File: config.mk
export PLATFORM = sky130hd
export DESIGN_NAME = fpc_lane
export DESIGN_NICKNAME = d
export VERILOG_FILES = /design/src/fpc_pkg.sv /design/src/fpc_lane.sv
export SDC_FILE = /design/constraint.sdc
export NUM_CORES = 2
export LEC_CHECK = 0
export BUFFER_PORTS_ARGS = -buffer_cell sky130_fd_sc_hd__buf_2
export CAP_MARGIN = 20
export CORE_MARGIN = 2
export CORE_UTILIZATION = 50
export DETAILED_ROUTE_END_ITERATION = 10
export PLACE_DENSITY = 0.67
export REMOVE_ABC_BUFFERS = 1
export SYNTH_ARGS = -nofsm -noshare
export SYNTH_HDL_FRONTEND = slang
export SYNTH_SLANG_ARGS = --single-unit
File: constraint.sdc
create_clock -name i_clk -period 13 [get_ports i_clk]
set_clock_uncertainty 0.2 [all_clocks]
set_input_delay 2.6 -clock i_clk [delete_from_list [all_inputs] [get_ports i_clk]]
set_output_delay 2.6 -clock i_clk [all_outputs]
set_load 0.03 [all_outputs]
File: src/fpc_pkg.sv
package fpc_pkg;

    // fixed-point format of every stored value
    localparam int FRAC_BITS  = 16;
    localparam int NUM_PLANES = 6;
    localparam int PLANE_WORDS = NUM_PLANES * 4;
    // dividend of the normalize divider: 32-bit magnitude shifted up by FRAC_BITS
    localparam int DVD_W = 32 + FRAC_BITS;
    localparam int ROOT_STEPS = 32;

    typedef enum logic [1:0] {
        FN_LOAD_COL  = 2'd0,
        FN_LOAD_AXIS = 2'd1,
        FN_SPHERE    = 2'd2,
        FN_BOX       = 2'd3
    } t_func;

    // x,y,z,w of a column, an axis or a plane (nx,ny,nz,d)
    typedef struct packed {
        logic signed [31:0] x;
        logic signed [31:0] y;
        logic signed [31:0] z;
        logic signed [31:0] w;
    } t_vec4;

    typedef t_vec4 [3:0]            t_clip;
    typedef t_vec4 [NUM_PLANES-1:0] t_planes;

    // per-cycle command to the plane lanes
    typedef struct packed {
        logic       go;
        logic [1:0] vec;
        logic [1:0] k;
    } t_lane_ctl;

    // right, left, bottom, top, far, near: row 3 plus or minus this row
    localparam logic [1:0] OTHER_ROW [NUM_PLANES] = '{2'd0, 2'd0, 2'd1, 2'd1, 2'd2, 2'd2};
    localparam logic       ADD_ROW   [NUM_PLANES] = '{1'b0, 1'b1, 1'b1, 1'b0, 1'b0, 1'b1};

    function automatic logic signed [31:0] row_of(input t_vec4 v, input logic [1:0] r);
        logic signed [31:0] res;
        case (r)
            2'd0:    res = v.x;
            2'd1:    res = v.y;
            2'd2:    res = v.z;
            default: res = v.w;
        endcase
        return res;
    endfunction

    // a +/- b saturated to 32 bits
    function automatic logic signed [31:0] sat_sum(input logic signed [31:0] a,
                                                   input logic signed [31:0] b,
                                                   input logic add);
        logic signed [32:0] s;
        logic signed [31:0] res;
        s = add ? (33'(a) + 33'(b)) : (33'(a) - 33'(b));
        if (s[32] != s[31]) begin
            res = s[32] ? 32'sh8000_0000 : 32'sh7fff_ffff;
        end else begin
            res = s[31:0];
        end
        return res;
    endfunction

endpackage

File: src/fpc_lane.sv
module fpc_lane (
    input  logic                  i_clk,
    input  logic                  i_rst_n,
    input  fpc_pkg::t_vec4        i_plane,
    input  fpc_pkg::t_lane_ctl    i_ctl,
    input  logic signed [31:0]    i_opnd,
    output logic signed [63:0]    o_dist,
    output logic signed [63:0]    o_rad
);
    import fpc_pkg::*;

    logic signed [31:0] coef;
    logic signed [63:0] term;
    logic signed [63:0] acc_sum;
    logic signed [63:0] acc_abs;
    t_lane_ctl          r_ctl;
    logic signed [63:0] r_prod;
    logic signed [63:0] r_acc;
    logic signed [63:0] r_dist;
    logic signed [63:0] r_rad;

    // normal component for this step
    always_comb begin
        case (i_ctl.k)
            2'd0:    coef = i_plane.x;
            2'd1:    coef = i_plane.y;
            default: coef = i_plane.z;
        endcase
    end

    // floored product, running dot product
    assign term    = r_prod >>> FRAC_BITS;
    assign acc_sum = ((r_ctl.k == 2'd0) ? 64'sd0 : r_acc) + term;
    assign acc_abs = acc_sum[63] ? -acc_sum : acc_sum;

    always_ff @(posedge i_clk) begin
        if (!i_rst_n) begin
            r_ctl <= '0;
        end else begin
            r_ctl <= i_ctl;
        end
        r_prod <= 64'(coef) * 64'(i_opnd);
        if (r_ctl.go) begin
            r_acc <= acc_sum;
            if (r_ctl.vec == 2'd0 && r_ctl.k == 2'd0) begin
                r_rad <= 64'sd0;
            end
            if (r_ctl.k == 2'd2) begin
                if (r_ctl.vec == 2'd0) begin
                    r_dist <= acc_sum + 64'(i_plane.w);
                end else if (acc_abs > r_rad) begin
                    r_rad <= acc_abs;
                end
            end
        end
    end

    assign o_dist = r_dist;
    assign o_rad  = r_rad;

endmodule

== Word level (Yosys, flattened, before mapping) ==
Index checks and enable logic that the tools add are counted.

* Register bits: 261
* Output and inout port bits: 128
* Logic and storage cells: 26

* $add $sub $neg: 3
* $mul: 1
* $lt $le $gt $ge: 1
* Equal/unequal tests: 2
* Muxes and demuxes: 7
* Reductions and logical operators: 5

{| class="wikitable"
|+ Operators with widths
! kind !! number
|-
| 64-bit 2-to-1 mux || 6
|-
| 64-bit by 32-bit adder with 64-bit output || 1
|-
| 64-bit by 48-bit adder with 64-bit output || 1
|-
| 64-bit greater-than comparator || 1
|-
| 32-bit by 32-bit multiplier with 64-bit output || 1
|-
| 64-bit negator || 1
|-
| 32-bit case mux with 2 select lines || 1
|-
| 2-bit zero test || 3
|-
| 3-bit AND reduction || 1
|-
| 2-bit by 1-bit equality test with 1-bit output, second input constant || 1
|-
| 2-bit equality test, second input constant || 1
|-
| 1-bit logical AND || 1
|}

== Depth between registers and ports, before layout ==
* Depth in word-level cells: 9
* Mapped depth: 35
* Mapped depth without buffers: 31

== Least setup slack after synthesis ==
No wires, ideal clock.

* Path kind: input-to-reg
* Start: input i_ctl[0] (netlist name)
* End: register r_prod[58]
* Setup time: 72 ps
* Data arrival time: 11263 ps
* Required time: 12728 ps
* Slack: 1465 ps
* Stages: 35
* Path buffers: 4
* Path through: clkbuf_1 -> clkbuf_1 -> clkbuf_1 -> mux2i_1 -> o21ai_0 -> clkbuf_1 -> nand2_1 -> fa_1 -> inv_1 -> fa_1 -> fa_1 -> inv_1 -> fa_1 -> inv_1 -> fa_1 -> inv_1 -> fa_1 -> inv_1 -> fa_1 -> inv_1 -> fa_1 -> inv_1 -> ha_1 -> a21o_1 -> a21o_1 -> a21oi_1 -> nand3_1 -> nor4_1 -> nor3_1 -> a211oi_1 -> nor3_1 -> nor3_1 -> o21bai_1 -> a221oi_1 -> xnor2_1

* Word-level cells in the longest chain between the ends: 3
* Elaborated cells on any way between the ends: 4
* Those cells by class: mul: 1; eq/ne: 1; mux: 1; reduce/logical: 1

{| class="wikitable"
|+ RTL lines
! element !! RTL line !! RTL
|-
| start: declaration || fpc_lane.sv:5 || <nowiki>input fpc_pkg::t_lane_ctl i_ctl,</nowiki>
|-
| 2-bit by 1-bit equality test with 1-bit output / 2-bit zero test (equally long branches) || fpc_lane.sv:24 || <nowiki>case (i_ctl.k)</nowiki>
|-
| 32-bit case mux with 2 select lines (*) || fpc_lane.sv:24 ||
|-
| 32-bit by 32-bit multiplier with 64-bit output (*) || fpc_lane.sv:42 || <nowiki>r_prod <= 64'(coef) * 64'(i_opnd);</nowiki>
|-
| end signal: assignment || fpc_lane.sv:42 ||
|-
| end: declaration || fpc_lane.sv:17 || <nowiki>logic signed [63:0] r_prod;</nowiki>
|}

Mark *: on every way between the ends. The rest lies on a longest branch, timed or not.
A chain may end at the register's enable or synchronous reset.

== Final worst setup path ==
Ends and elaborated chain as after synthesis.

==> summary.txt <==
Floorplan
  • Starting Density: 0.5019
  • Die Y: approximately 340 microns
  • Core Region: ~110000 sq um
  • Row cnt: 122
  • DIE AREA: 113300 sq um
  • I/O pin cnt: 295
  • DIE WIDTH: 336.6 microns

STA
  • Setup TNS Final: 0 ns
  • Setup-failing EPs final: 0
  • RSZ-0062 raised after global routing: false
  • Slew HR: 0.3031
  • Max Freq: approximately 86 MHz
  • Final hold viol count: 0
  • Period utilization: 0.8978
  • Slew @ Worst Pin: 1.045 ns
  • Final-report max-slew violation count: 0
  • Period minus WS final: 11.67 ns

Logic synthesis
  • Async SR Flop Fraction: 0
  • Synth Warn #: 0
  • Mean area per synthesized cell: 9.282 sq um
  • Yosys reg bits: 245
  • Mapped Area: around 55000 sq um
  • Syn Inst Count: roughly 6000
  • Seq/Total Area, Yosys: 0.1234
  • Post-synth EDFFs: 192
  • Synth unique cells: 90
  • Main synth FF type: edfxtp_1

Worst setup path
  • Worst setup EP type: flop
  • Required time worst endpoint: around 13 ns
  • CP startpoint kind: input port
  • Crit Path Category: in -> reg
  • R2r endpoint: o_rad[60]
  • Slowest cell on the critical path: o21ai_2
  • RR Startpoint: r_ctl[1]
  • CP Max Fanout: 20
  • Worst reg2reg setup slack: between 2 and 3 ns
  • FF-to-FF path depth: 29
  • Critical path data arrival time: 11.96 ns
  • Critical path's most frequent cell: fa_1
  • Slowest stage delay, CP: 0.79 ns

Placed design
  • Placer Congestion: 0.9581
  • Dpl hpwl: 129.4 mm
  • Buffers on Ports: slightly below 300

Min path
  • Hold Path Sink: o_rad[52]
  • Hold Startpoint: o_rad[52]
  • HP Class: reg -> reg
  • Hold Path Depth: 2

CTS
  • # resized after CTS: 0
  • H-Tree Depth: 1
  • Clk_lat worst skew: roughly 0.57 ns
  • Post-CTS Setup Bufs: 0
  • Clk root buf: clkbuf_16
  • Clock slew at reported path FFs: 0.06 ns
  • Total CTS buffers: 28
  • Clock Sinks: around 250
  • CTS tree: built
  • CTS hold repair buffers: 0
  • Clock buffer depth: 3

GRT
  • Initial antenna violation count: 4
  • Total GRT Usage: 0.2722
  • Total gr overflow: 0
  • Vias in the first global route: 42850
  • First-pass GRT wire length: 242.1 mm
  • Largest net degree at the start of global routing: slightly above 70

Layout
  • Share of cells above drive strength 1: 0.08063
  • Fillers: around 10000
  • Nets: 7676
  • Area growth syn-to-layout: 6.813%

Outcome
  • Status: finished, final reports clean

Routing
  • First DRT Iteration DRCs: roughly 3000
  • DRT antenna net count: 0
  • Remaining DRCs: 0
  • WL final: 152.0 mm
  • Drt wl/cell: ~20 microns
  • DR pass1 iterations: 5
  • Vias per cell: 5.494
  • Via count: 41570

Job
  • Max-cap violations: 0
## synthesized netlist by cell type (136+ instances only)
cell type,number,area [sq um]
xnor2_1,136,1191
clkbuf_1,279,1047
nor2_1,157,589.3
fa_1,1084,21700
and2_1,538,3366
a21oi_1,217,1086
inv_1,1095,4110
a21o_1,184,1381
o21ai_0,156,780.8
nand2_1,658,2470
ha_1,370,4629
edfxtp_1,192,5766
## state kept, by name (all words and copies together) (netlist names)
register and count:
r_acc 64, r_ctl 5, r_prod 48, o_dist 64, o_rad 64
## kinds of logic after synthesis
kind of cell / share of synthesized area
AND/OR/NAND/NOR: 0.1666
adder cells (fa/ha/maj): 0.4760
buffers and inverters: 0.09488
AO/OA/AOI/OAI: 0.09758
flip-flops: 0.1234
XOR/XNOR: 0.03499
multiplexers: 0.006537
## per-stage QoR
stage                     cell area, sq um    util  std cells  worst slack (ns)  hold slack (ns)
after floorplan                      54190       -       5667            0.5643           0.3559
after global placement               58170  0.5278       7513            0.8340           0.4442
after detailed placement             58170  0.5278       7513            0.6925           0.4711
after CTS                            59080  0.5361       7565             1.295           0.4909
after global routing                 59090  0.5361       7566            0.8575           0.5152
final                                59090  0.5361       7566             1.328           0.4934
## worst max-delay path, delay by kind of cell
family          cells  cell delay (ns)
fa+ha+maj           9             3.91
compound gates      7             2.51
buf+inv            10             1.38
simple gates        6             1.13
mux                 1             0.20
xor+xnor            1             0.17
## layer usage
metal	wire [microns]	GRT usage
met4	2541	0.04398
met5	0	0
met2	65720	0.4195
met1	71320	0.4131
met3	12440	0.04055
## cell usage in the layout (no fill, tap or decap), types with 8 or more instances in the layout
cell,synthesis,routed
buf_2,7,293
nand4_1,59,59
edfxtp_1,192,192
or3_1,25,25
clkbuf_16,0,29
o21ai_0,156,124
xor2_1,85,85
nand2b_1,27,27
nor2_1,157,156
fa_1,1084,1084
o211ai_1,16,16
xnor2_1,136,135
and2_1,538,538
a211oi_1,20,20
or2_2,17,17
a21o_1,184,184
a221oi_1,8,8
nand2_1,658,658
a21oi_1,217,217
nor3_1,46,46
mux2i_1,35,34
o31ai_1,19,19
o21bai_1,28,28
and3_1,81,80
o21ai_2,1,33
dfxtp_1,53,52
nor4_1,14,14
a31oi_1,29,29
ha_1,370,370
nor2b_1,90,90
buf_4,1,64
nand3_1,50,50
inv_1,1095,1095
o21a_1,28,28
## how the worst max path moves through the flow
stage / from / to / slack (ns) / cells after the start
final: i_ctl[0] / r_prod[58] / 1.33 / 34
after global routing: i_ctl[0] / r_prod[58] / 0.86 / 32
after CTS: i_ctl[0] / r_prod[58] / 1.30 / 34
after detailed placement: i_ctl[0] / r_prod[58] / 0.69 / 34
after global placement: i_ctl[0] / r_prod[58] / 0.83 / 29
after floorplan: r_ctl[1] / o_rad[62] / 0.56 / 28
## cell type report
| type | instances | area [sq um] | area share |
|---|---|---|---|
| flip-flops and latches | 245 | 6830 | 0.1156 |
| well taps | 1488 | 1862 | 0.03151 |
| clock buffers | 34 | 744.5 | 0.01260 |
| inverters | 1098 | 4121 | 0.06975 |
| diodes | 1 | 2.502 | 0.00004235 |
| clock inverters | 18 | 166.4 | 0.002816 |
| multi-input cells | 4324 | 43390 | 0.7344 |
| repair buffers | 358 | 1967 | 0.03329 |
Power is not shown: default switching activity piles up to over one toggle a cycle in this logic, so the estimate is an artifact.
